--- config.mk ---
export PLATFORM = sky130hd
export DESIGN_NAME = ecn_congestion_window_engine
export DESIGN_NICKNAME = d
export VERILOG_FILES = /design/src/rtl/ecn_pkg.sv /design/src/rtl/ecn_congestion_window_engine.sv /design/src/rtl/ecn_serial_div.sv /design/src/rtl/ecn_serial_mul.sv
export SDC_FILE = /design/constraint.sdc
export NUM_CORES = 2
export LEC_CHECK = 0
export BUFFER_PORTS_ARGS = -buffer_cell sky130_fd_sc_hd__buf_2
export CORE_UTILIZATION = 45
export DETAILED_ROUTE_END_ITERATION = 8
export HOLD_SLACK_MARGIN = 0.02
export PLACE_DENSITY_LB_ADDON = 0.2
export SLEW_MARGIN = 5
export SYNTH_ARGS = -nofsm -noshare
export SYNTH_HDL_FRONTEND = slang
export SYNTH_SLANG_ARGS = --single-unit
--- constraint.sdc ---
create_clock -name clk -period 7.9 [get_ports clk]
set_input_delay 0.395 -clock clk [delete_from_list [all_inputs] [get_ports clk]]
set_output_delay 0.395 -clock clk [all_outputs]
set_load 0.01 [all_outputs]
--- src/rtl/ecn_pkg.sv ---
// shared types and constants for the ecn congestion window engine
package ecn_pkg;

    localparam int ALPHA_FRAC_BITS = 16;

    localparam logic [2:0] OP_ACK      = 3'd0;
    localparam logic [2:0] OP_LOSS     = 3'd1;
    localparam logic [2:0] OP_CE       = 3'd2;
    localparam logic [2:0] OP_NO_CE    = 3'd3;
    localparam logic [2:0] OP_DELAYED  = 3'd4;
    localparam logic [2:0] OP_IMMED    = 3'd5;
    localparam logic [2:0] OP_SSTHRESH = 3'd6;

    localparam logic [2:0] CS_OPEN     = 3'd0;
    localparam logic [2:0] CS_CWR      = 3'd2;
    localparam logic [2:0] CS_RECOVERY = 3'd3;
    localparam logic [2:0] CS_LOSS     = 3'd4;

    localparam logic [1:0] ECN_NONE    = 2'd0;
    localparam logic [1:0] ECN_MARKED  = 2'd1;
    localparam logic [1:0] ECN_SENDING = 2'd2;

    localparam logic [1:0] REG_GAIN       = 2'd0;
    localparam logic [1:0] REG_ALPHA_INIT = 2'd1;
    localparam logic [1:0] REG_SEGMENT    = 2'd2;
    localparam logic [1:0] REG_MARGIN     = 2'd3;

    typedef struct packed {
        logic [2:0]  op;
        logic [2:0]  cong_state;
        logic [31:0] rtt_us;
        logic [31:0] srtt_us;
        logic [31:0] ce_bytes;
        logic [31:0] acked_bytes;
        logic [31:0] cwnd_in;
        logic [31:0] rcv_nxt;
        logic [1:0]  ecn_state;
        logic [31:0] bytes_in_flight;
    } in_item_t;

    typedef struct packed {
        logic [31:0] cwnd_out;
        logic [31:0] ssthresh_out;
        logic        ssthresh_written;
        logic        send_ack;
        logic [31:0] ack_seq;
        logic        ack_ece;
        logic [1:0]  ecn_state_out;
        logic        fallback_active;
        logic [16:0] alpha_q16;
    } out_item_t;

    typedef struct packed {
        logic start;
        logic busy;
        logic done;
    } unit_ctl_t;

endpackage

--- src/rtl/ecn_congestion_window_engine.sv ---
// top level of the ecn congestion window engine
//
//  channel | signals                          | direction
//  --------+----------------------------------+----------
//  in      | in_valid, in_ready, in_data      | request in
//  out     | out_valid, out_ready, out_data   | result out
//  cfg     | cfg_valid, cfg_ready, cfg_index, | register write in
//          | cfg_data                         |
//
// an ack in open runs two serial divides (fraction, growth) and three serial multiplies
// plus control steps; no acked bytes skips the fraction divide, a state other than open
// skips the growth; a cwr loss runs one serial multiply before its result is formed
// all other requests go straight from accept to the finish and output states
// after reset the engine accepts at once; one request is worked at a time
// a result waits in the output register; the next request is taken while it waits
// and its work runs until it needs the output register
module ecn_congestion_window_engine (
    input  logic              clk,
    input  logic              rst_n,
    input  logic              in_valid,
    output logic              in_ready,
    input  ecn_pkg::in_item_t in_data,
    output logic              out_valid,
    input  logic              out_ready,
    output ecn_pkg::out_item_t out_data,
    input  logic              cfg_valid,
    output logic              cfg_ready,
    input  logic [1:0]        cfg_index,
    input  logic [31:0]       cfg_data
);
    localparam int F  = ecn_pkg::ALPHA_FRAC_BITS;
    localparam int AW = F + 1;
    localparam logic [AW-1:0] ONE = AW'(1) << F;
    localparam int NW = 32 + F;

    typedef enum logic [8:0] {
        S_IDLE  = 9'b000000001,
        S_FRAC  = 9'b000000010,
        S_EW1   = 9'b000000100,
        S_EW2   = 9'b000001000,
        S_GROW  = 9'b000010000,
        S_GDIV  = 9'b000100000,
        S_LMUL  = 9'b001000000,
        S_FIN   = 9'b010000000,
        S_OUT   = 9'b100000000
    } state_t;

    state_t state_reg, state_next;

    logic [16:0] gain_reg;
    logic [15:0] seg_reg;
    logic [19:0] margin_reg;

    logic [AW-1:0] alpha_reg, alpha_next;
    logic [31:0]   base_reg, base_next;
    logic          fb_reg, fb_next, ce_reg, ce_next, dly_reg, dly_next;
    logic          pv_reg, pv_next;
    logic [31:0]   prior_reg, prior_next;

    ecn_pkg::in_item_t  it_reg, it_next;
    ecn_pkg::out_item_t res_reg, res_next;
    logic [AW-1:0] frac_reg, frac_next;
    logic [NW:0]   acc_reg, acc_next;
    logic          ov_reg, ov_next;

    logic            d_start;
    logic [NW-1:0]   d_num;
    logic [32:0]     d_den;
    logic [NW-1:0]   d_quo;
    ecn_pkg::unit_ctl_t d_ctl;
    logic            m_start;
    logic [31:0]     m_a;
    logic [32:0]     m_b;
    logic [64:0]     m_prod;
    ecn_pkg::unit_ctl_t m_ctl;

    ecn_serial_div #(.NW(NW), .DW(33)) u_div (
        .clk(clk), .rst_n(rst_n), .start(d_start), .num(d_num), .den(d_den),
        .quo(d_quo), .ctl(d_ctl)
    );

    ecn_serial_mul #(.AW(32), .BW(33)) u_mul (
        .clk(clk), .rst_n(rst_n), .start(m_start), .a(m_a), .b(m_b),
        .prod(m_prod), .ctl(m_ctl)
    );

    function automatic logic [AW-1:0] clamp17(input logic [16:0] v);
        logic [AW-1:0] r;
        begin
            if ({15'd0, v} > 32'(ONE))
                r = ONE;
            else
                r = AW'(v);
            return r;
        end
    endfunction

    function automatic logic [31:0] floor2(input logic [31:0] v, input logic [15:0] s);
        logic [31:0] f;
        begin
            f = {15'd0, s, 1'b0};
            return (v > f) ? v : f;
        end
    endfunction

    logic          out_free;
    logic [AW-1:0] g;

    assign out_free  = !out_valid || out_ready;
    assign in_ready  = (state_reg == S_IDLE);
    assign cfg_ready = 1'b1;
    assign g         = clamp17(gain_reg);

    always_comb
    begin
        state_next = state_reg;
        alpha_next = alpha_reg;
        base_next  = base_reg;
        fb_next    = fb_reg;
        ce_next    = ce_reg;
        dly_next   = dly_reg;
        pv_next    = pv_reg;
        prior_next = prior_reg;
        it_next    = it_reg;
        res_next   = res_reg;
        frac_next  = frac_reg;
        acc_next   = acc_reg;
        ov_next    = ov_reg;
        d_start    = 1'b0;
        d_num      = '0;
        d_den      = '0;
        m_start    = 1'b0;
        m_a        = '0;
        m_b        = '0;
        case (state_reg)
            S_IDLE:
            begin
                if (in_valid)
                begin
                    it_next = in_data;
                    res_next = '0;
                    res_next.cwnd_out = in_data.cwnd_in;
                    res_next.ecn_state_out = in_data.ecn_state;
                    state_next = S_FIN;
                    case (in_data.op)
                        ecn_pkg::OP_ACK:
                        begin
                            if (in_data.cong_state != ecn_pkg::CS_RECOVERY &&
                                in_data.cong_state != ecn_pkg::CS_LOSS)
                            begin
                                if (in_data.rtt_us != '0)
                                begin
                                    if (base_reg == '0 || in_data.rtt_us < base_reg)
                                        base_next = in_data.rtt_us;
                                    // margin sum kept at 33 bits so it cannot wrap
                                    fb_next = {1'b0, in_data.srtt_us} >
                                              ({1'b0, base_next} + 33'(margin_reg));
                                end
                                state_next = S_FRAC;
                                d_start = (in_data.acked_bytes != '0);
                                d_num = {in_data.ce_bytes, F'(0)};
                                d_den = {1'b0, in_data.acked_bytes};
                                frac_next = '0;
                                if (in_data.acked_bytes == '0)
                                    state_next = S_EW1;
                            end
                        end
                        ecn_pkg::OP_LOSS:
                        begin
                            if (in_data.cong_state == ecn_pkg::CS_CWR)
                            begin
                                m_start = 1'b1;
                                m_a = in_data.cwnd_in;
                                m_b = 33'((34'(ONE) << 1) + 34'(alpha_reg));
                                state_next = S_LMUL;
                            end
                            else
                            begin
                                res_next.ssthresh_out = floor2({1'b0, in_data.cwnd_in[31:1]},
                                                               seg_reg);
                                res_next.ssthresh_written = 1'b1;
                                res_next.cwnd_out = res_next.ssthresh_out;
                            end
                        end
                        ecn_pkg::OP_CE:
                        begin
                            if (fb_reg)
                            begin
                                res_next.ssthresh_out = floor2({1'b0, in_data.cwnd_in[31:1]},
                                                               seg_reg);
                                res_next.ssthresh_written = 1'b1;
                                res_next.cwnd_out = res_next.ssthresh_out;
                            end
                            else
                            begin
                                if (!ce_reg && dly_reg && pv_reg)
                                begin
                                    res_next.send_ack = 1'b1;
                                    res_next.ack_seq = prior_reg;
                                end
                                pv_next = 1'b1;
                                prior_next = in_data.rcv_nxt;
                                ce_next = 1'b1;
                                res_next.ecn_state_out = ecn_pkg::ECN_MARKED;
                            end
                        end
                        ecn_pkg::OP_NO_CE:
                        begin
                            if (ce_reg && dly_reg && pv_reg)
                            begin
                                res_next.send_ack = 1'b1;
                                res_next.ack_seq = prior_reg;
                                res_next.ack_ece = 1'b1;
                            end
                            pv_next = 1'b1;
                            prior_next = in_data.rcv_nxt;
                            ce_next = 1'b0;
                            if (in_data.ecn_state == ecn_pkg::ECN_MARKED ||
                                in_data.ecn_state == ecn_pkg::ECN_SENDING)
                                res_next.ecn_state_out = ecn_pkg::ECN_NONE;
                        end
                        ecn_pkg::OP_DELAYED: dly_next = 1'b1;
                        ecn_pkg::OP_IMMED:   dly_next = 1'b0;
                        ecn_pkg::OP_SSTHRESH:
                        begin
                            res_next.ssthresh_out =
                                floor2({1'b0, in_data.bytes_in_flight[31:1]}, seg_reg);
                            res_next.ssthresh_written = 1'b1;
                        end
                        default: ;
                    endcase
                end
            end
            S_FRAC:
            begin
                if (d_ctl.done)
                begin
                    frac_next = (d_quo > NW'(ONE)) ? ONE : AW'(d_quo);
                    state_next = S_EW1;
                end
            end
            S_EW1:
            begin
                // (one - g) * alpha
                m_start = 1'b1;
                m_a = 32'(ONE - g);
                m_b = 33'(alpha_reg);
                state_next = S_EW2;
                acc_next = '0;
            end
            S_EW2:
            begin
                if (m_ctl.done)
                begin
                    if (acc_reg == '0 && !ov_reg)
                    begin
                        acc_next = (NW+1)'(m_prod);
                        ov_next = 1'b1;
                        m_start = 1'b1;
                        m_a = 32'(g);
                        m_b = 33'(frac_reg);
                    end
                    else
                    begin
                        acc_next = acc_reg + (NW+1)'(m_prod);
                        ov_next = 1'b0;
                        state_next = S_GROW;
                    end
                end
            end
            S_GROW:
            begin
                alpha_next = ((acc_reg >> F) > (NW+1)'(ONE)) ? ONE : AW'(acc_reg >> F);
                res_next.cwnd_out = it_reg.cwnd_in;
                if (it_reg.cong_state == ecn_pkg::CS_OPEN)
                begin
                    m_start = 1'b1;
                    m_a = {16'd0, seg_reg};
                    m_b = {17'd0, seg_reg};
                    state_next = S_GDIV;
                end
                else
                    state_next = S_FIN;
            end
            S_GDIV:
            begin
                if (m_ctl.done)
                begin
                    d_start = 1'b1;
                    d_num = NW'(m_prod[31:0]);
                    d_den = (it_reg.cwnd_in == '0) ? 33'd1 : {1'b0, it_reg.cwnd_in};
                end
                else if (d_ctl.done)
                begin
                    acc_next = (NW+1)'(it_reg.cwnd_in) +
                               ((d_quo == '0) ? (NW+1)'(1) : (NW+1)'(d_quo));
                    res_next.cwnd_out = (acc_next > (NW+1)'(32'hFFFF_FFFF)) ?
                                        32'hFFFF_FFFF : acc_next[31:0];
                    state_next = S_FIN;
                end
            end
            S_LMUL:
            begin
                if (m_ctl.done)
                begin
                    res_next.ssthresh_out = floor2(m_prod[F+33:F+2], seg_reg);
                    res_next.ssthresh_written = 1'b1;
                    res_next.cwnd_out = res_next.ssthresh_out;
                    state_next = S_FIN;
                end
            end
            S_FIN:
            begin
                res_next.fallback_active = fb_reg;
                res_next.alpha_q16 = 17'(alpha_reg);
                state_next = S_OUT;
            end
            S_OUT:
            begin
                if (out_free)
                    state_next = S_IDLE;
            end
            default: state_next = S_IDLE;
        endcase
    end

    logic out_valid_reg;
    ecn_pkg::out_item_t out_reg;

    always_ff @(posedge clk or negedge rst_n)
    begin
        if (!rst_n)
        begin
            state_reg  <= S_IDLE;
            gain_reg   <= 17'd4096;
            seg_reg    <= 16'd1448;
            margin_reg <= 20'd3000;
            alpha_reg  <= clamp17(17'd65536);
            base_reg   <= '0;
            fb_reg     <= 1'b0;
            ce_reg     <= 1'b0;
            dly_reg    <= 1'b0;
            pv_reg     <= 1'b0;
            prior_reg  <= '0;
            ov_reg     <= 1'b0;
            out_valid_reg <= 1'b0;
        end
        else
        begin
            state_reg <= state_next;
            alpha_reg <= alpha_next;
            base_reg  <= base_next;
            fb_reg    <= fb_next;
            ce_reg    <= ce_next;
            dly_reg   <= dly_next;
            pv_reg    <= pv_next;
            prior_reg <= prior_next;
            ov_reg    <= ov_next;
            if (state_reg == S_OUT && out_free)
                out_valid_reg <= 1'b1;
            else if (out_ready)
                out_valid_reg <= 1'b0;
            if (cfg_valid)
            begin
                case (cfg_index)
                    ecn_pkg::REG_GAIN:       gain_reg   <= cfg_data[16:0];
                    // alpha init writes are ignored; reset restores the alpha default
                    ecn_pkg::REG_ALPHA_INIT: ;
                    ecn_pkg::REG_SEGMENT:    seg_reg    <= cfg_data[15:0];
                    ecn_pkg::REG_MARGIN:     margin_reg <= cfg_data[19:0];
                    default: ;
                endcase
            end
        end
    end

    always_ff @(posedge clk)
    begin
        it_reg   <= it_next;
        res_reg  <= res_next;
        frac_reg <= frac_next;
        acc_reg  <= acc_next;
        if (state_reg == S_OUT && out_free)
            out_reg <= res_reg;
    end

    assign out_valid = out_valid_reg;
    assign out_data  = out_reg;

    a_ready_idle: assert property (@(posedge clk) disable iff (!rst_n)
        in_ready |-> state_reg == S_IDLE)
        else $error("ready outside idle");
    a_alpha_range: assert property (@(posedge clk) disable iff (!rst_n)
        alpha_reg <= ONE)
        else $error("alpha above one");
    a_out_load: assert property (@(posedge clk) disable iff (!rst_n)
        (state_reg == S_OUT && out_free) |=> out_valid)
        else $error("result not presented");
    a_units_apart: assert property (@(posedge clk) disable iff (!rst_n)
        !(d_ctl.busy && m_ctl.busy))
        else $error("divider and multiplier both busy");
endmodule

--- src/rtl/ecn_serial_div.sv ---
// bit-serial restoring divider, one quotient bit per cycle
module ecn_serial_div #(
    parameter int NW = 64,
    parameter int DW = 33
) (
    input  logic          clk,
    input  logic          rst_n,
    input  logic          start,
    input  logic [NW-1:0] num,
    input  logic [DW-1:0] den,
    output logic [NW-1:0] quo,
    output ecn_pkg::unit_ctl_t ctl
);
    localparam int CW = $clog2(NW + 1);

    logic [NW-1:0] q_reg, q_next;
    logic [DW:0]   r_reg, r_next;
    logic [DW-1:0] d_reg, d_next;
    logic [CW-1:0] cnt_reg, cnt_next;
    logic          busy_reg, busy_next, done_reg, done_next;
    logic [DW:0]   trial;

    always_comb
    begin
        q_next    = q_reg;
        r_next    = r_reg;
        d_next    = d_reg;
        cnt_next  = cnt_reg;
        busy_next = busy_reg;
        done_next = 1'b0;
        trial     = {r_reg[DW-1:0], q_reg[NW-1]};
        if (start)
        begin
            q_next    = num;
            r_next    = '0;
            d_next    = den;
            cnt_next  = CW'(NW);
            busy_next = 1'b1;
        end
        else if (busy_reg)
        begin
            if (trial >= {1'b0, d_reg})
            begin
                r_next = trial - {1'b0, d_reg};
                q_next = {q_reg[NW-2:0], 1'b1};
            end
            else
            begin
                r_next = trial;
                q_next = {q_reg[NW-2:0], 1'b0};
            end
            cnt_next = cnt_reg - CW'(1);
            if (cnt_reg == CW'(1))
            begin
                busy_next = 1'b0;
                done_next = 1'b1;
            end
        end
    end

    always_ff @(posedge clk or negedge rst_n)
    begin
        if (!rst_n)
        begin
            cnt_reg  <= '0;
            busy_reg <= 1'b0;
            done_reg <= 1'b0;
        end
        else
        begin
            cnt_reg  <= cnt_next;
            busy_reg <= busy_next;
            done_reg <= done_next;
        end
    end

    always_ff @(posedge clk)
    begin
        q_reg <= q_next;
        r_reg <= r_next;
        d_reg <= d_next;
    end

    assign quo       = q_reg;
    assign ctl.start = start;
    assign ctl.busy  = busy_reg;
    assign ctl.done  = done_reg;
endmodule

--- src/rtl/ecn_serial_mul.sv ---
// shift-and-add multiplier, one multiplier bit per cycle
module ecn_serial_mul #(
    parameter int AW = 32,
    parameter int BW = 33
) (
    input  logic             clk,
    input  logic             rst_n,
    input  logic             start,
    input  logic [AW-1:0]    a,
    input  logic [BW-1:0]    b,
    output logic [AW+BW-1:0] prod,
    output ecn_pkg::unit_ctl_t ctl
);
    localparam int CW = $clog2(BW + 1);

    logic [AW+BW-1:0] p_reg, p_next;
    logic [AW-1:0]    a_reg, a_next;
    logic [BW-1:0]    b_reg, b_next;
    logic [CW-1:0]    cnt_reg, cnt_next;
    logic             busy_reg, busy_next, done_reg, done_next;
    logic [AW:0]      hi;

    always_comb
    begin
        p_next    = p_reg;
        a_next    = a_reg;
        b_next    = b_reg;
        cnt_next  = cnt_reg;
        busy_next = busy_reg;
        done_next = 1'b0;
        hi        = {1'b0, p_reg[AW+BW-1:BW]} + (b_reg[0] ? {1'b0, a_reg} : '0);
        if (start)
        begin
            p_next    = '0;
            a_next    = a;
            b_next    = b;
            cnt_next  = CW'(BW);
            busy_next = 1'b1;
        end
        else if (busy_reg)
        begin
            // add the partial product on top, then shift right one place
            p_next   = {hi, p_reg[BW-1:1]};
            b_next   = b_reg >> 1;
            cnt_next = cnt_reg - CW'(1);
            if (cnt_reg == CW'(1))
            begin
                busy_next = 1'b0;
                done_next = 1'b1;
            end
        end
    end

    always_ff @(posedge clk or negedge rst_n)
    begin
        if (!rst_n)
        begin
            cnt_reg  <= '0;
            busy_reg <= 1'b0;
            done_reg <= 1'b0;
        end
        else
        begin
            cnt_reg  <= cnt_next;
            busy_reg <= busy_next;
            done_reg <= done_next;
        end
    end

    always_ff @(posedge clk)
    begin
        p_reg <= p_next;
        a_reg <= a_next;
        b_reg <= b_next;
    end

    assign prod      = p_reg;
    assign ctl.start = start;
    assign ctl.busy  = busy_reg;
    assign ctl.done  = done_reg;
endmodule
==> results.py <==
metrics = {
    "status": {
        "status": "finished clean",
    },
    "worst_setup_path": {
        "cp_num_buf_inv": 4,
        "critPathMaxFanout": 11,
        "cp-end-kind": "flip-flop",
        "reg2regPathDepth": 34,
        "crit_family": "compound AO/OA/AOI/OAI gates",
        "cp.required_ns": 8.43,
        "crit_cells": 34,
        "cp-start-kind": "flip-flop",
        "slowest_delay_ns": 0.40,
        "crit_arrival_ns": 7.75,
        "critPathSlowestCell": "o21ai_0",
        "criticalPathCategory": "reg2reg",
        "rrSetupSlack_ns": 0.68,
    },
    "synth": {
        "synth.distinct_cells": 88,
        "synth_edf_count": 469,
        "synth_commonest_cells": "469 x edfxtp_1, 402 x nand2_1, 287 x nor2_1",
        "synth-seq-cells": 732,
        "synth_warnings": 0,
        "yosysSeqAreaShare_pct": 47.3,
        "async_flop_share_pct": 22.5,
        "yosysTopAreaCell": "edfxtp_1",
        "synth_cells": 4161,
        "yosys-top-cells-area": "edfxtp_1 33%, dfrtp_1 8.8%, ha_1 8.2%",
        "yosysMostFrequentCell": "edfxtp_1",
        "synth_fp_nets": 4717,
        "synth_top_area_share_pct": 33.0,
        "synth_ff_type": "edfxtp_1",
        "syn-mean-instance-area_um2": 10.3,
        "synth_area_mm2": 0.0427,
    },
    "die": {
        "dieArea_mm2": 0.0962,
        "io_pins": 393,
        "die_w_um": 310,
        "initial_core_util_pct": 45.6,
        "core_mm2": 0.0936,
        "placementRows": 112,
        "die_y_um": 310,
    },
    "clocking": {
        "cts-hold-fix-buffers": 86,
        "cts_tree": "yes",
        "htree_levels": 3,
        "cts_sinks": 732,
        "cts_buffers": 84,
        "cts_root_buf": "clkbuf_16",
        "cts_max_path_buffers": 3,
        "worstSkewPairLatency_ns": 0.68,
        "path_clk_slew_ns": 0.06,
        "cts_resized": 0,
        "post_cts_buffers": 0,
    },
    "grt": {
        "grt_pass1_vias": 33400,
        "antenna_found_initial": 12,
        "grt_overflow": 0,
        "grt_pass1_wl_um": 214000,
        "grt_max_degree": 102,
        "track_usage_pct": 30.2,
    },
    "placed_design": {
        "gp_congestion": 0.988,
        "placed_cell_area_mm2": 0.0459,
        "place_ws_ns": 0.584,
        "io_buffers": 378,
        "place_hpwl_um": 109000,
        "dp_cells": 5643,
    },
    "timing": {
        "rsz0062_at_grt": "no",
        "setup_viol": 0,
        "fmax_mhz": 139,
        "layout_setup_ws_ns": 0.682,
        "fin_hold_ws_ns": 0.0465,
        "period_share_pct": 91.4,
        "skew_ns": 0.0350,
        "finalHoldViolations": 0,
        "final.setup.tns_ns": 0,
        "slew_headroom_pct": 18.9,
        "maxSlewViolCount": 0,
        "worst_pin_slew_ns": 1.22,
        "fin_crit_ns": 7.22,
    },
    "cells_and_area": {
        "final_cells": 5890,
        "multi_input_area_mm2": 0.0211,
        "drive_gt1_share_pct": 16.2,
        "design_area_mm2": 0.0495,
        "final_nets": 5117,
        "regArea_mm2": 0.0202,
        "fillers": 8564,
        "area_growth_pct": 15.9,
        "fin_util_pct": 52.9,
    },
    "power_and_ir_drop": {
        "switchingPower_mw": 6.73,
        "peakVddDrop_mv": 0.249,
        "p_int_mw": 10.4,
        "combPwrFrac_pct": 38.2,
        "p_leak_nw": 21.5,
        "p_clk_share_pct": 23.1,
        "p_sw_share_pct": 39.4,
        "seqPwrFrac_pct": 38.7,
        "totalPowerFinal_mw": 17.1,
        "power_density_mw_per_mm2": 345,
    },
    "run": {
        "max_cap_violations": 0,
    },
    "detailed_routing": {
        "detail-route-antenna-nets": 0,
        "drt_iter0_drc": 3788,
        "post_drt_wl_per_cell_um": 25.0,
        "drt-total-wl_um": 147000,
        "via_count": 34800,
        "via_per_inst": 5.91,
        "dr.pass1.iters": 7,
        "drc": 0,
    },
    "min_path": {
        "hold_depth": 2,
        "hold_path.class": "in2reg",
    },
}
metal layers:
metal,wire length [um],track usage (%)
met3,11700,5.65
met1,64200,41.9
met4,6410,12.9
met5,45,0
met2,64700,46.0
worst register-to-register path: cells and delay by family, from the launching register on:
family	cells	cell delay (ns)
AOI/OAI and AO/OA	20	4.27
adders and majority gates	3	0.87
and+or+nand+nor	5	0.48
xor gates and xnor gates	1	0.17
muxes	1	0.30
DFF	1	0.37
buffers and inverters	4	0.65
power groups by stage:
| stage | clock [mW] | combinational, mW | sequential (mW) |
|---|---|---|---|
| 3_5_place_dp | 0 | 6.38 | 6.65 |
| 2_1_floorplan | 0 | 4.92 | 5.99 |
| 5_1_grt | 4.15 | 7.27 | 6.70 |
| 6_report | 3.95 | 6.52 | 6.62 |
| 4_1_cts | 4.02 | 6.46 | 6.59 |
| 3_3_place_gp | 0 | 6.29 | 6.64 |
cells by family after synthesis:
kind of cell	synth area share [%]
AOI/OAI and AO/OA	15.5
other	0.00878
buffers and inverters	3.52
DFF	47.3
adders and majority gates	8.44
xor gates and xnor gates	3.75
muxes	7.00
and+or+nand+nor	14.5
cell type report:
cell class                      count  share of cell area (%)
Clock inverter                     44                   0.900
Clock buffer                      113                    4.63
Sequential cell                   732                    40.8
Inverter                          184                    1.40
Timing Repair Buffer              520                    6.43
Tap cell                         1254                    3.17
Multi-Input combinational cell   3039                    42.6
Antenna cell                        4                  0.0202
cells in the final DEF, fill, tap and decap left out, drive strengths merged, types with 50 or more instances in the layout:
| master | netlist | layout |
|---|---|---|
| mux2 | 126 | 126 |
| a21oi | 246 | 246 |
| a21o | 103 | 103 |
| nand2 | 404 | 404 |
| ha | 280 | 280 |
| dfxtp | 98 | 98 |
| o21ai | 231 | 231 |
| inv | 182 | 185 |
| nor4 | 71 | 71 |
| mux2i | 157 | 157 |
| clkbuf | 185 | 114 |
| edfxtp | 469 | 469 |
| and2 | 130 | 130 |
| nand2b | 50 | 50 |
| dlygate4sd3 | 0 | 86 |
| dfrtp | 150 | 150 |
| nand4 | 58 | 58 |
| nor2 | 287 | 287 |
| nand3 | 100 | 100 |
| xnor2 | 114 | 114 |
| buf | 21 | 433 |
| xor2 | 69 | 69 |
path summary, 6_finish.rpt:
check / start / to
max: base_reg[9] / fb_reg
min: cfg_data[8] / gain_reg[8]
max reg2reg: base_reg[9] / fb_reg
min reg2reg: res_reg[105] / out_data[105]
max in group asynchronous: rst_n / prior_reg[15]
min in group asynchronous: rst_n / alpha_reg[15]
No activity file was read; power rests on OpenSTA's default activity.
